--- src/hw/rtl/ibwt_ram.sv ---
// Generic single-port-write, single-port-read RAM with registered read data.
// No dependencies.
module ibwt_ram #(
  parameter int unsigned Width = 8,
  parameter int unsigned Depth = 256
) (
  input  logic                     clk_i,
  input  logic                     we_i,
  input  logic [$clog2(Depth)-1:0] waddr_i,
  input  logic [Width-1:0]         wdata_i,
  input  logic [$clog2(Depth)-1:0] raddr_i,
  output logic [Width-1:0]         rdata_o
);
  logic [Width-1:0] mem_q [Depth];

  // Write port and registered read port.
  always_ff @(posedge clk_i) begin
    if (we_i) begin
      mem_q[waddr_i] <= wdata_i;
    end
    rdata_o <= mem_q[raddr_i];
  end
endmodule

--- config.mk ---
export PLATFORM = sky130hd
export DESIGN_NAME = ibwt_ram
export DESIGN_NICKNAME = d
export VERILOG_FILES = /design/src/hw/rtl/ibwt_ram.sv
export SDC_FILE = /design/constraint.sdc
export NUM_CORES = 2
export LEC_CHECK = 0
export ABC_AREA = 0
export BUFFER_PORTS_ARGS = -buffer_cell sky130_fd_sc_hd__buf_4
export CORE_ASPECT_RATIO = 1.1
export CORE_UTILIZATION = 64
export DETAILED_ROUTE_END_ITERATION = 16
export PLACE_DENSITY_LB_ADDON = 0.3
export RECOVER_POWER = 50
export SLEW_MARGIN = 20
export SYNTH_ARGS = -nofsm -noshare
export SYNTH_HDL_FRONTEND = slang
export SYNTH_SLANG_ARGS = --single-unit
--- constraint.sdc ---
create_clock -name clk_i -period 6.5 [get_ports clk_i]
set_clock_uncertainty 0.2 [all_clocks]
set_input_delay 1.3 -clock clk_i [delete_from_list [all_inputs] [get_ports clk_i]]
set_output_delay 1.3 -clock clk_i [all_outputs]
set_load 0.005 [all_outputs]
# After elaboration in Yosys (flattened, before gate mapping)
# Memory sizes are Yosys's and may differ from the RTL's. A register that Yosys moved wholly into a read port is not among the register bits.
# Cells that the tools add are included.
[totals]
register_bits = 0
mem_bits_rw = 2048
in_bits = 26
out_inout_bits = 8
wordCells = 3
n_memories = 1
[classes]
muxes = 2
[mem_list]
columns = ["name", "depth", "word_bits", "rd", "rd_clocked_by_memory_dff", "wr", "line_no", "rtl"]
rows = [
  ["mem_q", 256, 8, 1, 1, 1, "14", "logic [Width-1:0] mem_q [Depth];"],
]
[op_table]
columns = ["cell", "count"]
rows = [
  ["2-to-1 mux 1 bit", 2],
]

# Longest topological paths before layout
[depth]
ltp_word = 2
ltp_mapped = 11
depth_no_buf = 6

# Worst setup path before layout
# No wires, ideal clock.
[synth_timing]
path_kind = "input-to-reg"
start = "input raddr_i[0]"
end = "register rdata_o[2], read port of mem_q"
setup_time_ps = 131
arrival_time_ps = 3107
required_ps = 6169
setup_slack_ps = 3062
path_stages = 9
path_buffers = 4
path_cell_list = "buf_6 > buf_12 > buf_8 > buf_2 > mux4_2 > a22oi_1 > a21oi_1 > nor4_1 > nor4_2"
[synth_lines]
columns = ["element", "line_no", "rtl"]
rows = [
  ["start, declared", "11", "input logic [$clog2(Depth)-1:0] raddr_i,"],
  ["end, declared", "12", "output logic [Width-1:0] rdata_o"],
]

# Worst setup path after layout
[layout_timing]
start = "input wdata_i[6]"
end = "memory mem_q[112][6] (data pin)"
[layout_lines]
columns = ["element", "line_no", "rtl"]
rows = [
  ["start, declared", "10", "input logic [Width-1:0] wdata_i,"],
  ["end, declared", "14", ""],
]
# Straight into the memory's write port.

==> impl_metrics.json <==
{
  "min-delay-start": "mem_q[45][6]",
  "ir_drop_uv": 274,
  "synthFlopType": "edfxtp_1",
  "seq_area_um2": 61700,
  "slowest_stage": "clkbuf_2",
  "end_kind": "register",
  "io-pin-count": 34,
  "leakage_nw": 26.9,
  "cts_root_buf": "clkbuf_16",
  "fin_nets": 3850,
  "cp_top_family": "buffers and inverters",
  "critPathMaxFanout": 150,
  "grt_max_degree": 205,
  "area_delta_synth_final_pct": 10.0,
  "synth-edff-count": 2048,
  "cts_resized": 0,
  "vias": 40200,
  "tns_ns": 0,
  "dp_cells": 5276,
  "antenna_found_initial": 16,
  "gp_congestion": 0.921,
  "fmax_mhz": 192,
  "die_w_um": 338,
  "path_clk_slew_ns": 0.07,
  "hold_depth": 5,
  "final_cells": 5637,
  "seq_area_frac_synth": 0.775,
  "drtIter0Drc": 5623,
  "tritoncts": "built",
  "synthTopCellsByCount": "edfxtp_1 (2048), mux4_2 (454), nor2_1 (282)",
  "hold_end": "rdata_o[6]",
  "ys_warn_count": 0,
  "clockBufferDepth": 3,
  "synth_mux_area_frac": 0.146,
  "hold_violations": 0,
  "final_util": 0.711,
  "status": "finished with violations",
  "yosys-top-cells-area": "edfxtp_1 (77%), mux4_2 (13%), mux2i_1 (1.7%)",
  "fillers": 6914,
  "r2r-start": "mem_q[195][5]",
  "cp.buffers_inverters": 2,
  "drv_slew": 1096,
  "finalPower_mw": 27.0,
  "row_count": 135,
  "final_area_um2": 87500,
  "dieArea_um2": 126000,
  "wl_um": 196000,
  "synth_area_per_cell_um2": 21.3,
  "post-place-ws_ns": 1.30,
  "placed_area_um2": 81500,
  "avgViaCountPerCell": 7.13,
  "synth_xor_area_frac": 0,
  "cts_buffers": 188,
  "post-route-worst-setup-slack_ns": 1.29,
  "synth_nets": 3759,
  "synth_compound_area_frac": 0.0342,
  "slowest_delay_ns": 2.22,
  "port_buffers": 33,
  "slew_headroom": -2.15,
  "multi_input_area_um2": 16500,
  "rsz0062_at_grt": "false",
  "maxCapViolCount": 13,
  "tightest_slew_ns": 4.72,
  "insertion_delay_ns": 0.83,
  "r2r-end": "rdata_o[5]",
  "drive_gt1_frac": 0.219,
  "gr-total-overflow": 0,
  "synth_fa_ha_area_frac": 0,
  "dieHeight_um": 372,
  "post_drt_wl_per_cell_um": 34.8,
  "synth_area_leader_cell": "edfxtp_1",
  "htreeDepth": 4,
  "synth.most_common_cell": "edfxtp_1",
  "core-area_um2": 123000,
  "ant_nets": 0,
  "reg2reg_slack_ns": 3.16,
  "clock-sinks": 2056,
  "ys_types": 55,
  "critPathArrivalTime_ns": 5.33,
  "drc_errors": 0,
  "hold_class": "reg -> reg",
  "reg2reg_depth": 6,
  "grt_pass1_vias": 40100,
  "power-per-cell-area_nw_per_um2": 308,
  "failed_checks": "capacitance limit, slew limit",
  "worst-setup-path-type": "in -> reg",
  "period_minus_slack_ns": 5.21,
  "crit_path_start_kind": "input port",
  "syn_inst": 3733,
  "setup_viol": 0,
  "synth_top_family_by_area": "multiplexers",
  "first_pass_iters": 6,
  "dpl.hpwl_um": 115000,
  "synth_area_um2": 79600,
  "required_ns": 6.62,
  "final.period_utilization": 0.802,
  "synth-simple-area-share": 0.0263,
  "grt_pass1_wl_um": 281000,
  "grt_usage": 0.315,
  "cp_cell_sequence": "clkbuf_2 > clkbuf_1",
  "hold_slack_ns": 0.844,
  "ys_async_sr_fraction": 0,
  "cts_hold_buf": 0,
  "post-cts-setup-buffers": 0,
  "start_util": 0.646,
  "ys_ff_latch": 2056,
  "synth_top_area_frac": 0.773
}
-- logic make-up after synthesis --
| kind of cell | Yosys count |
|---|---|
| compound gates | 385 |
| buf+inv | 235 |
| flops | 2056 |
| mux | 591 |
| simple gates | 466 |
-- cell type report --
type                    count  share of cell area
diodes                     11            0.000314
clock buffers             242              0.0574
clock inverters           106              0.0120
inverters                   2           0.0000857
multi-input cells        1442               0.189
flip-flops and latches   2056               0.704
well taps                1644              0.0235
repair buffers            134              0.0137
-- cells in the final DEF, fill, tap and decap left out, drive strengths merged, types with 17 or more instances in the layout --
master	count
o22ai	28
edfxtp	2048
nor3	22
nor2	282
clkbuf	259
nand2	33
o221ai	47
buf	116
nor2b	31
nand3	34
a22oi	133
mux2i	134
mux4	456
bufinv	17
clkinv	70
nor4	27
a21oi	96
-- routing by layer --
metal / vias up / part of all wire / global-route usage
met2: 2876 / 0.48 / 0.500
met4: 8 / 0.054 / 0.160
met5: - / 0.00029 / 0
met3: 578 / 0.11 / 0.0713
li1: 15900 / - / -
met1: 20800 / 0.35 / 0.419
-- how the worst max path moves through the flow --
stage | from | endpoint | slack [ns] | cells past startpoint
final | wdata_i[6] | mem_q[112][6] | 1.29 | 2
after global routing | wdata_i[6] | mem_q[119][6] | 1.08 | 2
after CTS | raddr_i[0] | rdata_o[3] | 2.13 | 7
after detailed placement | raddr_i[0] | rdata_o[3] | 1.30 | 7
after global placement | raddr_i[0] | rdata_o[6] | 0.75 | 8
after floorplan | raddr_i[0] | rdata_o[2] | 3.06 | 9
-- state kept, by name (all words and copies together), names as in the netlist --
register	flops
mem_q	2048
rdata_o	8
-- tightest hold or removal path, cell delays in order (launching register included) --
cell	delay [ns]
edfxtp_1	0.32
mux4_2	0.24
a21boi_0	0.08
nand4_1	0.12
a22oi_1	0.11
nor4_2	0.12
-- power by group --
group | leakage, nW | internal [mW] | switching, mW
clock | 2.95 | 6.16 | 4.84
combinational | 5.49 | 0.441 | 0.862
sequential | 18.5 | 14.6 | 0.0373
Note: power is estimated with default switching activity, not from simulation.
